File: src/rtl/mun_pkg.sv
`default_nettype none
package mun_pkg;
  localparam int MaxPoints = 64;
  localparam int IdxW = $clog2(MaxPoints);
  localparam int CntW = $clog2(MaxPoints + 1);
  localparam int CoordW = 24;
  localparam int SqW = 50;   // x^2+y^2+z^2+2^32 < 2^50
  localparam int RootW = 25; // sqrt of SqW bits
  localparam int QuoW = 17;

  typedef struct packed {
    logic [CoordW-1:0] x;
    logic [CoordW-1:0] y;
    logic [CoordW-1:0] z;
  } vtx_t;
endpackage
`default_nettype wire

File: src/rtl/mun_div.sv
`default_nettype none
// Restoring divider, one quotient bit per cycle, 17-bit quotient.
module mun_div (
  input  wire logic clk,
  input  wire logic rst,
  input  wire logic start,
  input  wire logic [mun_pkg::CoordW-1:0] coord,
  input  wire logic [mun_pkg::RootW-1:0] divisor,
  output logic done,
  output logic [mun_pkg::QuoW-1:0] quo
);
  import mun_pkg::*;
  localparam int StepW = $clog2(QuoW + 1);

  // quotient < 2^17, so start with coord<<16 >> 17 as partial remainder
  logic [RootW:0] rem;
  logic [QuoW-1:0] low;
  logic [StepW-1:0] step;
  logic busy;
  logic [RootW+1:0] sh;

  assign sh = {rem, low[QuoW-1]};

  always_ff @(posedge clk) begin
    if (rst) begin
      busy <= 1'b0;
      done <= 1'b0;
    end else begin
      done <= 1'b0;
      if (start) begin
        busy <= 1'b1;
        rem <= (RootW+1)'(coord[CoordW-1:1]);
        low <= {coord[0], 16'h0};
        quo <= '0;
        step <= StepW'(QuoW);
      end else if (busy) begin
        low <= low << 1;
        if (sh >= {1'b0, 1'b0, divisor}) begin
          rem <= (RootW+1)'(sh - {2'b0, divisor});
          quo <= {quo[QuoW-2:0], 1'b1};
        end else begin
          rem <= sh[RootW:0];
          quo <= {quo[QuoW-2:0], 1'b0};
        end
        step <= step - 1'b1;
        if (step == StepW'(1)) begin
          busy <= 1'b0;
          done <= 1'b1;
        end
      end
    end
  end
endmodule
`default_nettype wire

File: config.mk
export PLATFORM = sky130hd
export DESIGN_NAME = mun_div
export DESIGN_NICKNAME = d
export VERILOG_FILES = /design/src/rtl/mun_pkg.sv /design/src/rtl/mun_div.sv
export SDC_FILE = /design/constraint.sdc
export NUM_CORES = 1
export LEC_CHECK = 0
export ABC_CLOCK_PERIOD_IN_PS = 3950
export BUFFER_PORTS_ARGS = -buffer_cell sky130_fd_sc_hd__buf_4
export CAP_MARGIN = 20
export CORE_UTILIZATION = 50
export DETAILED_ROUTE_END_ITERATION = 7
export PLACE_DENSITY = 0.7
export SYNTH_ARGS = -nofsm -noshare
export SYNTH_HDL_FRONTEND = slang
export SYNTH_SLANG_ARGS = --single-unit
File: constraint.sdc
create_clock -name clk -period 3.95 [get_ports clk]
set_input_delay 0.5925 -clock clk [delete_from_list [all_inputs] [get_ports clk]]
set_output_delay 0.5925 -clock clk [all_outputs]
set_load 0.03 [all_outputs]
==> impl_metrics.csv <==
group,metric,value,unit
floorplan,die_x,88.8,um
drt,vias,2974,
global_routing,grt_max_degree,69,
global_routing,antenna_found_initial,0,
drt,drt-pass1-iter-count,4,
synthesis,yosysUniqueCellTypes,61,
global_routing,grtUsageMet1,27.4,%
placed_design,dp.cells,542,
synthesis,synth_area_per_cell,9.67,um2
clock_network,cts_hold_buf,0,
setup_path,cp_max_fo,3,
clock_network,clk_latency,320,ps
clock_network,ctsResizeCount,0,
synthesis,ys_warn_count,0,
setup_path,path_class,"flop to flop",
global_routing,track_usage,20.8,%
sta,period_minus_slack,3060,ps
pwr,powerDensity,357,nW/um2
sta,fin_ws,892,ps
setup_path,r2r_end,"rem[20]",
pwr,power_leakage,1.90,nW
global_routing,busiest_layer,"met2",
placed_design,hpwl,5670,um
worst_hold_path,hp-class,"primary input to flop",
global_routing,grt_pass1_vias,2732,
setup_path,cp-start-kind,"flop",
drt,drt-wirelength-per-cell,14.0,um
synthesis,ys_async_sr_fraction,0,%
setup_path,cp-endpoint,"rem[20]",
synthesis,synth.area.mux_share,7.33,%
finish,fin_cells,550,
synthesis,ys_ff_latch,51,
sta,finalHoldViolations,0,
setup_path,crit_path_start,"low[16]",
sta,fin_hold_ws,462,ps
floorplan,core-area,7250,um2
floorplan,die_h,88.8,um
clock_network,cts_max_level,2,
global_routing,grtUsageMet2,35.8,%
finish,syn_to_final_growth,17.6,%
sta,period_share,77.4,%
floorplan,die_area,7890,um2
clock_network,cts_made_buffers,5,
floorplan,initial_utilization,52.0,%
drt,drt-initial-drc-count,118,
placed_design,io_buffers,69,
pwr,power,1.58,mW
finish,final_util,61.1,%
finish,multi_input_area,2040,um2
setup_path,rr_startpoint,"low[16]",
clock_network,clkTransAtPathRegs,110,ps
synthesis,postSynthCellCount,390,
setup_path,end_kind,"flop",
sta,worst_pin_slew,668,ps
setup_path,crit_arrival,3190,ps
finish,nNetsFinal,530,
global_routing,globalRouteMet3Util,3.36,%
sta,clock-skew-final,9.09,ps
synthesis,synth_compound_area_share,15.2,%
synthesis,ys.flop_type,"edfxtp_1",
synthesis,synth_edf_count,49,
clock_network,clkSinkCount,51,
synthesis,synth_top_family_by_area,"simple AND/OR/NAND/NOR gates",
drt,via_per_inst,5.41,
clock_network,post_cts_buffers,0,
drt,drt_wl_total,7720,um
placed_design,dp_slack,672,ps
floorplan,std_cell_rows,31,
sta,slew_violations,0,
sta,finalSetupViolCount,0,
synthesis,synth_fp_nets,470,
flow_run,drv_cap,0,
setup_path,crit_required,4080,ps
worst_hold_path,worstHoldPathCells,2,
setup_path,r2r_cells,12,
drt,drcViolationCount,0,
synthesis,synth_fa_ha_area_share,9.49,%
placed_design,gp_congestion,0.866,
synthesis,ys_seq_area_share,40.1,%
finish,regArea,1510,um2
sta,rsz0062_at_grt,"no",
finish,diodes,0,
finish,fill_cells,658,
finish,drive_above_1_share,23.3,%
status,status,"complete, no violations",
pwr,ir_drop,0.177,mV
placed_design,dpl-instance-area,4340,um2
clock_network,cts_tree,"done",
synthesis,synthXorXnorAreaFrac,5.11,%
clock_network,clk_path_buf_depth,2,
floorplan,io_pins,70,
synthesis,synth_area,3770,um2
sta,setup-tns-final,0,ps
setup_path,rrSetupSlack,890,ps
finish,fin_area,4430,um2
global_routing,grt-ovfl-total,0,
sta,fmaxAchievable,327,MHz
synthesis,synth-simple-area-share,16.7,%
global_routing,grt_pass1_wl,12600,um
drt,postRouteAntennaNets,0,
clock_network,root_buffer,"clkbuf_8",
sta,slew_headroom,55.4,%
==> state kept, by name, indices dropped and copies added, names as in the netlist <==
name and flops:
quo 17, low 1, busy 1, rem 26
step 5, done 1
==> report_power, final <==
part / switching [mW] / leakage [nW] / internal [mW]
Clock: 0.206 / 0.0491 / 0.131
Combinational: 0.305 / 1.37 / 0.261
Sequential: 0.0230 / 0.488 / 0.656
Total: 0.534 / 1.90 / 1.05
==> worst max-delay path: stages (launching register included) <==
cell,delay [ps]
edfxtp_1,380
inv_1,80
ha_1,170
inv_1,60
fa_1,420
a211oi_1,250
o21bai_1,150
o21ai_1,290
nand2_1,170
a21oi_1,310
o31ai_1,130
and4b_1,200
nor4_1,280
==> logic make-up after synthesis <==
kind of cell    count (synthesis)
simple gates                  121
compound gates                 90
buf+inv                        53
flops                          51
fa+ha+maj                      28
mux                            25
xor+xnor                       22
==> cells in the final DEF (no fill, tap or decap), types with 2 or more instances in the layout <==
cell | synthesis | routed
nor3_1 | 2 | 2
nor3b_1 | 2 | 2
nor2_1 | 25 | 24
buf_4 | 2 | 72
a31oi_1 | 2 | 2
or3_1 | 2 | 2
o21bai_1 | 3 | 3
o31ai_1 | 3 | 3
xnor2_1 | 14 | 14
nand4_1 | 2 | 2
inv_1 | 34 | 34
a221o_1 | 2 | 2
a22oi_1 | 2 | 2
mux2_2 | 15 | 15
dfxtp_1 | 2 | 2
mux2i_1 | 4 | 4
xor2_1 | 8 | 8
nand2b_1 | 4 | 4
ha_1 | 27 | 27
o21ai_0 | 13 | 13
nor4_1 | 3 | 3
mux2_1 | 6 | 6
a2111oi_0 | 2 | 2
o211ai_1 | 4 | 4
and2_1 | 2 | 2
edfxtp_1 | 49 | 49
clkbuf_8 | 0 | 5
nand3_1 | 11 | 11
o21ai_1 | 4 | 4
a21oi_1 | 35 | 35
nand2_1 | 33 | 33
a21o_1 | 7 | 7
nor2b_1 | 25 | 25
inv_6 | 0 | 2
==> per-layer routing <==
| metal | vias up | routed length (um) | share of wire (%) |
|---|---|---|---|
| met5 | - | 0 | 0 |
| met4 | 0 | 64 | 0.83 |
| met3 | 4 | 282 | 3.7 |
| met2 | 60 | 3720 | 48 |
| met1 | 1393 | 3650 | 47 |
| li1 | 1517 | - | - |
==> worst min path at each step <==
| stage | end | start |
|---|---|---|
| 3_5_place_dp | done | busy |
| 2_1_floorplan | done | busy |
| 6_report | done | rst |
| 3_3_place_gp | done | busy |
| 5_1_grt | done | rst |
| 4_1_cts | done | rst |
==> synth_stat cells, drive strengths merged (2+ instances only) <==
cell type / number / area share [%]
edfxtp: 49 / 39
a21oi: 36 / 4.9
inv: 34 / 3.4
nand2: 33 / 3.3
ha: 27 / 9.0
nor2: 25 / 2.5
nor2b: 25 / 4.1
mux2: 21 / 6.3
o21ai: 18 / 2.5
xnor2: 14 / 3.3
buf: 12 / 2.0
nand3: 12 / 1.7
xor2: 8 / 1.9
a21o: 7 / 1.4
clkbuf: 7 / 0.73
mux2i: 4 / 1.1
nand2b: 4 / 0.66
nor4: 4 / 0.83
o211ai: 4 / 0.80
nand4: 3 / 0.66
o21bai: 3 / 0.60
o31ai: 3 / 0.60
a2111oi: 2 / 0.46
a211oi: 2 / 0.53
a221o: 2 / 0.53
a22oi: 2 / 0.40
a31oi: 2 / 0.33
and2: 2 / 0.33
and3: 2 / 0.46
dfxtp: 2 / 1.1
nor3: 2 / 0.27
nor3b: 2 / 0.40
or3: 2 / 0.33
==> layout make-up <==
type / instances / share of cell area, %
tap: 99 / 2.79
clock buffer: 5 / 1.55
inverter: 34 / 2.88
multi-input combinational: 286 / 45.9
clock inverter: 3 / 0.593
sequential: 51 / 34.1
timing repair buffer: 72 / 12.2
Power figures use the tool's default switching activity.
