**config.mk**
```make
export PLATFORM = sky130hd
export DESIGN_NAME = mun_sqrt
export DESIGN_NICKNAME = d
export VERILOG_FILES = /design/src/rtl/mun_pkg.sv /design/src/rtl/mun_sqrt.sv
export SDC_FILE = /design/constraint.sdc
export NUM_CORES = 1
export LEC_CHECK = 0
export BUFFER_PORTS_ARGS = -buffer_cell sky130_fd_sc_hd__buf_2
export CAP_MARGIN = 10
export CELL_PAD_IN_SITES_DETAIL_PLACEMENT = 0
export CELL_PAD_IN_SITES_GLOBAL_PLACEMENT = 1
export CORE_MARGIN = 2
export CORE_UTILIZATION = 43
export DETAILED_ROUTE_END_ITERATION = 16
export GPL_TIMING_DRIVEN = 1
export PLACE_DENSITY_LB_ADDON = 0.1
export RECOVER_POWER = 50
export SYNTH_ARGS = -nofsm -noshare
export SYNTH_HDL_FRONTEND = slang
export SYNTH_SLANG_ARGS = --single-unit
```
**constraint.sdc**
```tcl
create_clock -name clk -period 6.5 [get_ports clk]
set_input_delay 0.65 -clock clk [delete_from_list [all_inputs] [get_ports clk]]
set_output_delay 0.65 -clock clk [all_outputs]
set_load 0.02 [all_outputs]
```
**src/rtl/mun_pkg.sv**
```systemverilog
`default_nettype none
package mun_pkg;
  localparam int MaxPoints = 64;
  localparam int IdxW = $clog2(MaxPoints);
  localparam int CntW = $clog2(MaxPoints + 1);
  localparam int CoordW = 24;
  localparam int SqW = 50;   // x^2+y^2+z^2+2^32 < 2^50
  localparam int RootW = 25; // sqrt of SqW bits
  localparam int QuoW = 17;

  typedef struct packed {
    logic [CoordW-1:0] x;
    logic [CoordW-1:0] y;
    logic [CoordW-1:0] z;
  } vtx_t;
endpackage
`default_nettype wire

```
**src/rtl/mun_sqrt.sv**
```systemverilog
`default_nettype none
// Bit-serial integer square root, one result bit per cycle.
module mun_sqrt (
  input  wire logic clk,
  input  wire logic rst,
  input  wire logic start,
  input  wire logic [mun_pkg::SqW-1:0] radicand,
  output logic done,
  output logic [mun_pkg::RootW-1:0] root
);
  import mun_pkg::*;
  localparam int StepW = $clog2(RootW + 1);

  logic [SqW+1:0] rem;
  logic [SqW-1:0] num;
  logic [StepW-1:0] step;
  logic busy;
  logic [SqW+1:0] trial;
  logic [SqW+1:0] shifted;

  // restoring method: bring down two bits, try root*4+1
  always_comb begin
    shifted = {rem[SqW-1:0], num[SqW-1 -: 2]};
    trial = {{(SqW+2-RootW-2){1'b0}}, root, 2'b01};
  end

  always_ff @(posedge clk) begin
    if (rst) begin
      busy <= 1'b0;
      done <= 1'b0;
    end else begin
      done <= 1'b0;
      if (start) begin
        busy <= 1'b1;
        rem <= '0;
        num <= radicand;
        root <= '0;
        step <= StepW'(RootW);
      end else if (busy) begin
        num <= num << 2;
        if (shifted >= trial) begin
          rem <= shifted - trial;
          root <= {root[RootW-2:0], 1'b1};
        end else begin
          rem <= shifted;
          root <= {root[RootW-2:0], 1'b0};
        end
        step <= step - 1'b1;
        if (step == StepW'(1)) begin
          busy <= 1'b0;
          done <= 1'b1;
        end
      end
    end
  end
endmodule
`default_nettype wire

```
==> out/qor.csv, run 1 <==
stage;metric;value;unit
synth;largest family of logic cells by synthesized area;compound AO/OA/AOI/OAI gates;
synth;ys async rst share;0;
timing;fmax;224;MHz
critical_path;worst setup path category;in -> reg;
synth;sequential area share after synthesis;0.522;
critical_path;WP data required;6670;ps
cells_and_area;Multi-input gate area;3320;um2
synth;synth top area cells;edfxtp_1, mux2_2, ha_1;
timing;Min Clock Period, post-route;4470;ps
synth;Synth Flop Type;edfxtp_1;
synth;synth warn;0;
critical_path;CP Max Fanout;79;
critical_path;slowest CP cell;clkbuf_1;
critical_path;Reg2Reg Setup Slack;2750;ps
synth;Synth top cells by count;edfxtp_1, nor2_1, nand2_1;
run_status;status;finished with violations;
clock_tree;clock insertion delay at the later pin of the skew report;410;ps
grt;vias in the first global route;5319;
timing;max_slew headroom;-0.764;
cells_and_area;Final #Nets;812;
grt;initial antenna violation count;0;
critical_path;CP startpoint;start;
placed_design;RePlAce Congestion;0.816;
timing;RSZ-0062 raised after global routing;no;
synth;post-synthesis simple-gate area fraction;0.139;
synth;synth unique cells;75;
timing;hold slack;416;ps
synth;Synth top area share;0.517;
drt;vias after detailed routing;5224;
drt;drt pass-1 iters;4;
placed_design;# port buffers;78;
cells_and_area;Reg area;3940;um2
power;Pwr Density;279;nW/um2
floorplanning;Die H;137;um
critical_path;crit path capture type;flip-flop;
critical_path;path depth of the worst reg2reg path;10;
power;worst-case vdd ir drop;0.174;mV
grt;largest net degree at the start of global routing;80;
synth;Synth area leader;edfxtp_1;
synth;synthesized flop and latch total;132;
run_status;failing checks;capacitance limit, slew limit;
critical_path;Worst setup SP type;primary input;
floorplanning;Core Area;17200;um2
synth;Post-Synth Adder-Cell Area;0.0481;
clock_tree;Clk pin slew, worst setup/hold paths;60;ps
clock_tree;Num CTS Buffers;17;
critical_path;Arr. time, crit path;4640;ps
timing;count of pins over their slew limit;141;
synth;Post-Syn Area;7550;um2
timing;fin crit share;0.688;
synth;Mapped Cells;660;
placed_design;hpwl dp;10.5;mm
timing;Worst-Margin Slew;2650;ps
power;Final Total Pwr;0.00240;W
cells_and_area;fill count;1603;
clock_tree;clock root buffer;clkbuf_16;
clock_tree;post_cts resized;0;
timing;clock skew;11.0;ps
timing;Final Hold Viols;0;
synth;top-count cell post-synth;edfxtp_1;
drt;Routed Antenna Nets;0;
synth;Mapped Nets;742;
cells_and_area;Syn-to-layout area delta;14.0;%
synth;Post-synth EDFFs;130;
critical_path;worst reg2reg path endpoint;rem[26]$_SDFFCE_PP0P_;
floorplanning;io pins;79;
flow_run;Max Cap Viol;2;
critical_path;r2r startpoint;root[3]$_SDFFCE_PP0P_;
timing;TNS Setup;0;ps
cells_and_area;Ant. Diodes;0;
critical_path;Critical Path Max Stage Delay;1830;ps
timing;Final Setup Violations;0;
drt;DRC;0;
synth;Avg Inst Size Synth;11.4;um2
grt;GRT Resource Usage Total;0.179;
floorplanning;Starting Density;0.438;
cells_and_area;share of layout cells above drive strength 1;0.217;
clock_tree;CTS max path bufs;2;
hold_path;class of the worst hold path;in -> reg;
drt;routed wire length;15.7;mm
clock_tree;post-CTS setup buffers;0;
grt;first-pass GRT wire length;26.3;mm
clock_tree;CTS tree;done;
drt;drt wl/cell;16.3;um
floorplanning;DIE AREA;18600;um2
clock_tree;clk sinks;132;
critical_path;critical path, cell by cell;clkbuf_1 > clkbuf_2 > nor2_1 > a21o_1;
drt;vias per cell;5.40;
clock_tree;hold_buf cts;0;
critical_path;crit path capture;rem[21]$_SDFFCE_PP0P_;
grt;Overflow after GRT;0;
floorplanning;die width;137;um
synth;post-synthesis mux area share;0.0731;
floorplanning;row count;48;
power;Leak;3.18;nW
synth;post-synthesis compound-gate area fraction;0.141;
clock_tree;H-tree levels;4;
drt;initial drt markers;257;
synth;Post-Synth XOR/XNOR Area;0.0394;
-- power by group --
| group | switching (W) | leakage, nW | total (W) | internal (W) |
|---|---|---|---|---|
| Combinational | 0.000249 | 1.65 | 0.000429 | 0.000180 |
| Clock | 0.000389 | 0.262 | 0.000916 | 0.000527 |
| Sequential | 0.0000358 | 1.27 | 0.00106 | 0.00102 |
| Total | 0.000673 | 3.18 | 0.00240 | 0.00173 |
-- metrics by stage --
stage / setup WS, ps / instances / util / cell area (um2)
finish: 2030 / 967 / 0.499 / 8610
global route: 1610 / 967 / 0.499 / 8610
CTS: 2740 / 967 / 0.502 / 8650
detailed placement: 2760 / 936 / 0.470 / 8100
global placement: 2800 / 936 / 0.470 / 8100
floorplan: 1650 / 660 / - / 7550
-- placed cells by master, fill, tap and decap left out, types with 21 or more instances in the layout --
master    Yosys  final
a21oi_1      48     48
buf_2         5     51
clkbuf_1     17     27
edfxtp_1    130    130
ha_1         29     29
inv_1        34     34
mux2_2       48     48
nand2_1      57     57
nor2_1       64     64
xnor2_1      21     21
-- critical path, delay by kind of cell --
family	cells	cell delay (ps)
AO/OA/AOI/OAI	1	250
buffers and inverters	2	3330
AND/OR/NAND/NOR	1	290
-- cells by family (layout without fill, tap and decap cells) --
group                      after synthesis  in the layout
adders and majority gates               29             29
buffers and inverters                   64            146
and+or+nand+nor                        206            206
muxes                                   49             49
xor gates and xnor gates                34             34
DFF                                    132            132
AOI/OAI and AO/OA                      146            146
-- sequential cells by signal, indices dropped and copies added, names as in the netlist --
signal	flops
rem	50
done	1
root	25
step	5
num	50
busy	1
-- cell type report --
type | count | area share
Multi-Input combinational cell | 464 | 0.386
Tap cell | 225 | 0.0327
Clock inverter | 14 | 0.0148
Sequential cell | 132 | 0.458
Clock buffer | 17 | 0.0494
Inverter | 34 | 0.0148
Timing Repair Buffer | 81 | 0.0438
-- worst min path at each step --
stage                         start         endpoint  slack, ps  depth (start not counted)
CTS                             rst  done$_SDFF_PP0_        430                          2
floorplan           busy$_SDFF_PP0_  done$_SDFF_PP0_        450                          1
detailed placement  busy$_SDFF_PP0_  done$_SDFF_PP0_        480                          1
finish                          rst  done$_SDFF_PP0_        420                          2
global route                    rst  done$_SDFF_PP0_        410                          2
global placement    busy$_SDFF_PP0_  done$_SDFF_PP0_        460                          1
-- per-layer routing --
metal  track usage  part of all wire  vias up
li1              -                 -     2589
met1         0.233              0.47     2545
met2         0.293              0.48       82
met3        0.0467             0.040        8
met4        0.0527            0.0072        0
met5             0                 0        -
Power figures use the tool's default switching activity.
==> run 2, diff against run 1 <==
--- a/config.mk
+++ b/config.mk
@@ -10,7 +10,7 @@
 export CELL_PAD_IN_SITES_DETAIL_PLACEMENT = 0
 export CELL_PAD_IN_SITES_GLOBAL_PLACEMENT = 1
 export CORE_MARGIN = 2
-export CORE_UTILIZATION = 43
+export CORE_UTILIZATION = 48
 export DETAILED_ROUTE_END_ITERATION = 16
 export GPL_TIMING_DRIVEN = 1
 export PLACE_DENSITY_LB_ADDON = 0.1
==> constraint.sdc (replaced) <==
create_clock -name clk -period 4.5 [get_ports clk]
set_input_delay 0.45 -clock clk [delete_from_list [all_inputs] [get_ports clk]]
set_output_delay 0.45 -clock clk [all_outputs]
set_load 0.02 [all_outputs]
==> run 2 against run 1 <==
Compared with the run above: the flow still finishes with violations (capacitance limit, slew limit); cell area barely moved; non-clock buffer count is 2 higher; sequential share of layout area is essentially flat; clock skew hardly changed; worst hold slack got worse by 170 ps; wire length decreased by 2.5%; largest cell class unchanged; highest routed layer is now met5.
==> out/qor.csv, run 2 (synthesis gave the netlist of run 1 again) <==
stage;metric;value;unit;change
grt;GRT Resource Usage Total;0.199;;+0.0200
clock_tree;post-CTS setup buffers;0;;unchanged
power;worst-case vdd ir drop;0.314;mV;+80%
power;Leak;3.19;nW;+0.29%
placed_design;RePlAce Congestion;0.822;;+0.77%
cells_and_area;commonest non-fill, non-tap cells in the layout;edfxtp_1, nor2_1, nand2_1;;
critical_path;worst setup path category;in -> reg;;
clock_tree;Num CTS Buffers;17;;unchanged
cells_and_area;Final #Nets;814;;+0.25%
floorplanning;io pins;79;;unchanged
timing;max_slew headroom;-0.314;;+0.450
run_status;failing checks;capacitance limit, slew limit;;
cells_and_area;Syn-to-layout area delta;14.1;%;about the same
floorplanning;DIE AREA;16800;um2;-10%
timing;Final Setup Violations;0;;unchanged
hold_path;HP Start;rst;;
critical_path;critical path, cell by cell;clkbuf_1 > nor2_1 > nor2_4 > clkbuf_4;;
timing;RSZ-0062 raised after global routing;no;;
floorplanning;die width;129;um;-5.2%
cells_and_area;share of layout cells above drive strength 1;0.216;;-0.000583
critical_path;Critical Path Max Stage Delay;1380;ps;-450 ps
critical_path;worst reg2reg path endpoint;rem[15]$_SDFFCE_PP0P_;;
placed_design;# port buffers;78;;unchanged
critical_path;r2r startpoint;root[21]$_SDFFCE_PP0P_;;
drt;initial drt markers;346;;+35%
clock_tree;clock insertion delay at the later pin of the skew report;420;ps;about the same
cells_and_area;commonest non-fill, non-tap cell in the layout;edfxtp_1;;
timing;Min Clock Period, post-route;3640;ps;
drt;vias after detailed routing;5190;;-0.65%
timing;hold slack;242;ps;-174 ps
clock_tree;CTS max path bufs;2;;unchanged
run_status;status;finished with violations;;
critical_path;crit path capture type;flip-flop;;
clock_tree;clk sinks;132;;unchanged
critical_path;WP data required;4510;ps;-2160 ps
floorplanning;Starting Density;0.493;;+0.0550
grt;vias in the first global route;5240;;-1.5%
timing;fmax;274;MHz;
drt;Routed Antenna Nets;0;;unchanged
drt;vias per cell;5.43;;+0.60%
floorplanning;Die H;129;um;-5.2%
critical_path;Arr. time, crit path;3650;ps;-990 ps
drt;drt pass-1 iters;5;;+1
grt;Overflow after GRT;0;;unchanged
critical_path;slowest CP cell;clkbuf_1;;
grt;initial antenna violation count;1;;+1
critical_path;CP startpoint;start;;
cells_and_area;Largest regs;num (50), rem (50), root (25);;
drt;DRC;0;;unchanged
timing;clock skew;11.2;ps;+0.237 ps
critical_path;Reg2Reg Setup Slack;1000;ps;-1750 ps
critical_path;crit path capture;root[18]$_SDFFCE_PP0P_;;
timing;TNS Setup;0;ps;unchanged
placed_design;hpwl dp;10.6;mm;+0.45%
clock_tree;hold_buf cts;0;;unchanged
flow_run;Max Cap Viol;2;;unchanged
clock_tree;post_cts resized;0;;unchanged
power;Pwr Density;401;nW/um2;+44%
grt;first-pass GRT wire length;26.0;mm;-0.92%
cells_and_area;Ant. Diodes;0;;unchanged
grt;largest net degree at the start of global routing;132;;+65%
clock_tree;Clk pin slew, worst setup/hold paths;60;ps;about the same
timing;Final Hold Viols;0;;unchanged
clock_tree;clock root buffer;clkbuf_16;;
hold_path;class of the worst hold path;in -> reg;;
floorplanning;row count;45;;-6.3%
drt;drt wl/cell;16.1;um;-1.3%
critical_path;CP Max Fanout;131;;+66%
clock_tree;CTS tree;done;;
timing;Worst-Margin Slew;1970;ps;-675 ps
critical_path;Worst setup SP type;primary input;;
timing;fin crit share;0.810;;
critical_path;path depth of the worst reg2reg path;10;;unchanged
timing;count of pins over their slew limit;172;;+22%
drt;routed wire length;15.4;mm;-2.5%
power;Final Total Pwr;0.00345;W;+44%
floorplanning;Core Area;15300;um2;-11%
clock_tree;H-tree levels;4;;unchanged
-- run 2: how the worst min path moves through the flow --
stage                            endpoint  slack [ps]  depth (start not counted)
after floorplan           done$_SDFF_PP0_         450                          1
after global placement    done$_SDFF_PP0_         470                          1
after detailed placement  done$_SDFF_PP0_         460                          1
after CTS                 done$_SDFF_PP0_         230                          2
after global routing      done$_SDFF_PP0_         240                          2
final                     done$_SDFF_PP0_         240                          2
-- run 2: power by group --
| group | total (W) | switching (W) | internal, W | leakage (nW) |
|---|---|---|---|---|
| sequential | 0.00153 | 0.0000518 | 0.00148 | 1.27 |
| combinational | 0.000615 | 0.000358 | 0.000258 | 1.66 |
| clock | 0.00131 | 0.000542 | 0.000767 | 0.261 |
-- run 2: routing by layer --
layer,wire length (um),vias up,GRT usage
li1,-,2599,-
met3,734,14,0.0570
met5,12,-,0
met1,7100,2480,0.265
met2,7370,95,0.322
met4,141,2,0.0512
-- run 2: metrics by stage --
step | util | instance area [um2] | cells | setup slack (ps)
final | 0.562 | 8610 | 955 | 857
after global routing | 0.562 | 8610 | 955 | 420
after CTS | 0.566 | 8660 | 955 | 1010
after detailed placement | 0.529 | 8110 | 924 | 1000
after global placement | 0.529 | 8110 | 924 | 1150
after floorplan | - | 7560 | 660 | 1300
-- run 2: worst max-delay path: cells and delay by family --
family / cells / cell delay [ps]
AND/OR/NAND/NOR: 2 / 390
buffers and inverters: 2 / 2660
-- run 2: cell type report --
type                       instances  area, um2
tap                              211        264
sequential                       132       3940
clock inverter                    12        123
inverter                          34        128
timing repair buffer              83        392
multi-input combinational        464       3330
clock buffer                      19        433
fill                            1379       6700
==> run 3, diff against run 2 <==
==> constraint.sdc (replaced) <==
create_clock -name clk -period 3.7 [get_ports clk]
set_input_delay 0.37 -clock clk [delete_from_list [all_inputs] [get_ports clk]]
set_output_delay 0.37 -clock clk [all_outputs]
set_load 0.02 [all_outputs]
==> run 3 against run 2 <==
Compared with the run above: the run still ends with capacitance limit, slew limit left; wire length fell by 0.34%; clock power rose by 22%; cell count rose by 0.31%; flip-flop and latch count did not move; critical path depth rose by 6; cell area rose by 0.51%; worst hold slack got worse by 67 ps; power rose by 22%.
==> out/qor.csv, run 3 (synthesis gave the netlist of run 1 again) <==
stage;metric;value;unit;change
grt;initial antenna violation count;0;;-1
clock_tree;CTS tree;done;;
critical_path;r2r startpoint;root[21]$_SDFFCE_PP0P_;;
critical_path;Arr. time, crit path;3480;ps;-170 ps
placed_design;hpwl dp;10.4;mm;-1.1%
grt;gr busiest metal;met2;;
power;worst-case vdd ir drop;0.332;mV;+5.7%
grt;GRT Resource Usage Total;0.196;;-0.00266
clock_tree;H-tree levels;4;;unchanged
drt;routed wire length;15.3;mm;-0.34%
clock_tree;Num CTS Buffers;17;;unchanged
hold_path;HP Start;rst;;
grt;met3 global-route usage;0.0528;;-0.00413
grt;met2 usage;0.334;;+0.0118
floorplanning;Die H;129;um;unchanged
drt;drt wl/cell;16.0;um;-0.65%
critical_path;worst reg2reg path endpoint;rem[17]$_SDFFCE_PP0P_;;
drt;initial drt markers;374;;+8.1%
placed_design;# port buffers;78;;unchanged
grt;vias in the first global route;5325;;+1.6%
cells_and_area;share of layout cells above drive strength 1;0.222;;+0.00582
floorplanning;DIE AREA;16800;um2;unchanged
timing;hold slack;175;ps;-66.8 ps
cells_and_area;Largest regs;num (50), rem (50), root (25);;
power;P_sw;0.00117;W;+23%
drt;vias per cell;5.46;;+0.53%
clock_tree;clock root buffer;clkbuf_16;;
clock_tree;post_cts resized;0;;unchanged
cells_and_area;Syn-to-layout area delta;14.6;%;
critical_path;critical path, cell by cell;inv_1 > ha_1 > a21oi_1 > o21ai_0 > a21boi_0 > nand3_2 > or2_1 > buf_4 > nand2_1 > a21oi_1;;
placed_design;pre-CTS WS;354;ps;-650 ps
run_status;failing checks;capacitance limit, slew limit;;
power;Reg power frac;0.442;;about the same
floorplanning;io pins;79;;unchanged
flow_run;Max Cap Viol;1;;-1
timing;max_slew headroom;-0.199;;+0.115
cells_and_area;Final #Nets;817;;+0.37%
critical_path;Critical Path Max Stage Delay;560;ps;-820 ps
floorplanning;row count;45;;unchanged
hold_path;Hold Path Cell Cnt;2;;unchanged
timing;clock skew;10.7;ps;-0.491 ps
cells_and_area;commonest non-fill, non-tap cells in the layout;edfxtp_1, nor2_1, nand2_1;;
grt;Overflow after GRT;0;;unchanged
floorplanning;Starting Density;0.493;;unchanged
clock_tree;CTS max path bufs;2;;unchanged
critical_path;CP Max Fanout;14;;-89%
power;P_int;0.00304;W;+22%
drt;Routed Antenna Nets;0;;unchanged
power;clock share of power;0.380;;about the same
clock_tree;hold_buf cts;0;;unchanged
timing;Min Clock Period, post-route;3340;ps;
grt;first-pass GRT wire length;25.8;mm;-0.85%
timing;Final Setup Violations;0;;unchanged
cells_and_area;Ant. Diodes;0;;unchanged
placed_design;Post-DP Area;8140;um2;+0.43%
timing;final worst slack;360;ps;-497 ps
timing;fmax;299;MHz;
timing;Final Hold Viols;0;;unchanged
critical_path;slowest CP cell;or2_1;;
hold_path;class of the worst hold path;in -> reg;;
clock_tree;post-CTS setup buffers;0;;unchanged
grt;largest net degree at the start of global routing;131;;-0.76%
clock_tree;Clk pin slew, worst setup/hold paths;60;ps;about the same
placed_design;RePlAce Congestion;0.819;;-0.41%
floorplanning;die width;129;um;unchanged
critical_path;Reg2Reg Setup Slack;360;ps;-640 ps
power;Gate power share;0.179;;about the same
grt;routing usage on met1;0.245;;-0.0201
drt;vias after detailed routing;5234;;+0.85%
clock_tree;clock insertion delay at the later pin of the skew report;420;ps;about the same
critical_path;path depth of the worst reg2reg path;10;;unchanged
floorplanning;Core Area;15300;um2;unchanged
cells_and_area;commonest non-fill, non-tap cell in the layout;edfxtp_1;;
power;Sw Ratio;0.277;;+0.00153
run_status;status;finished with violations;;
hold_path;hold path endpoint;done$_SDFF_PP0_;;
clock_tree;clk sinks;132;;unchanged
timing;count of pins over their slew limit;131;;-24%
timing;TNS Setup;0;ps;unchanged
critical_path;crit-path most repeated cell;a21oi_1;;
power;Leak;3.22;nW;+0.76%
power;Pwr Density;486;nW/um2;+21%
cells_and_area;Final Util;0.565;;+0.00286
timing;Worst-Margin Slew;1800;ps;-173 ps
critical_path;worst setup path category;reg -> reg;;
timing;fin crit share;0.903;;
cells_and_area;post-route design area;8660;um2;+0.51%
critical_path;WP data required;3840;ps;-670 ps
critical_path;Worst setup SP type;flip-flop;;
drt;drt pass-1 iters;4;;-1
critical_path;crit path capture type;flip-flop;;
drt;DRC;0;;unchanged
timing;RSZ-0062 raised after global routing;no;;
==> run 3: cell count changes in the layout (fill, tap and decap cells not counted), moves of 2 or more <==
cell | before | now
clkinv_4 | 3 | 5
clkbuf_1 | 29 | 27
buf_4 | 3 | 7
inv_6 | 5 | 2
==> run 3: final cells by class <==
cell class	count	area, um2
clock buffers	18	429
clock inverters	13	129
fillers	1368	6660
inverters	34	128
multi-input cells	464	3330
flip-flops and latches	132	3940
well taps	211	264
repair buffers	86	433
==> run 3: through the flow <==
| step | total power (W) | std cells |
|---|---|---|
| floorplan | 0.00246 | 660 |
| global route | 0.00441 | 958 |
| detailed placement | 0.00264 | 927 |
| CTS | 0.00426 | 958 |
| global placement | 0.00264 | 927 |
| finish | 0.00421 | 958 |
==> run 3: power groups by stage <==
| stage | Combinational (W) | Sequential (W) | Clock (W) |
|---|---|---|---|
| finish | 0.000752 | 0.00186 | 0.00160 |
| detailed placement | 0.000760 | 0.00188 | 0 |
| CTS | 0.000765 | 0.00186 | 0.00164 |
| floorplan | 0.000574 | 0.00189 | 0 |
| global route | 0.000840 | 0.00187 | 0.00170 |
| global placement | 0.000759 | 0.00188 | 0 |
==> run 3: worst max path at each step <==
| stage | to | slack [ps] | cells after the start | startpoint |
|---|---|---|---|---|
| final | rem[17]$_SDFFCE_PP0P_ | 360 | 10 | root[21]$_SDFFCE_PP0P_ |
| after global routing | rem[1]$_SDFFCE_PP0P_ | 90 | 9 | root[19]$_SDFFCE_PP0P_ |
| after CTS | rem[1]$_SDFFCE_PP0P_ | 290 | 11 | root[0]$_SDFFCE_PP0P_ |
| after detailed placement | rem[14]$_SDFFCE_PP0P_ | 350 | 11 | root[0]$_SDFFCE_PP0P_ |
| after global placement | rem[1]$_SDFFCE_PP0P_ | 370 | 11 | root[0]$_SDFFCE_PP0P_ |
| after floorplan | num[0]$_SDFFCE_PN0P_ | 580 | 3 | start |
==> run 3: critical path: cells and delay by family (launching register included) <==
family	cells	cell delay [ps]
fa+ha+maj	1	400
simple gates	3	1030
buf+inv	2	350
compound gates	4	920
flops	1	350
==> run 3: layer usage <==
layer	wire, um	part of all wire	vias up
met2	7640	0.50	94
met3	707	0.046	9
met5	0	0	-
met4	110	0.0072	0
li1	-	-	2594
met1	6850	0.45	2537
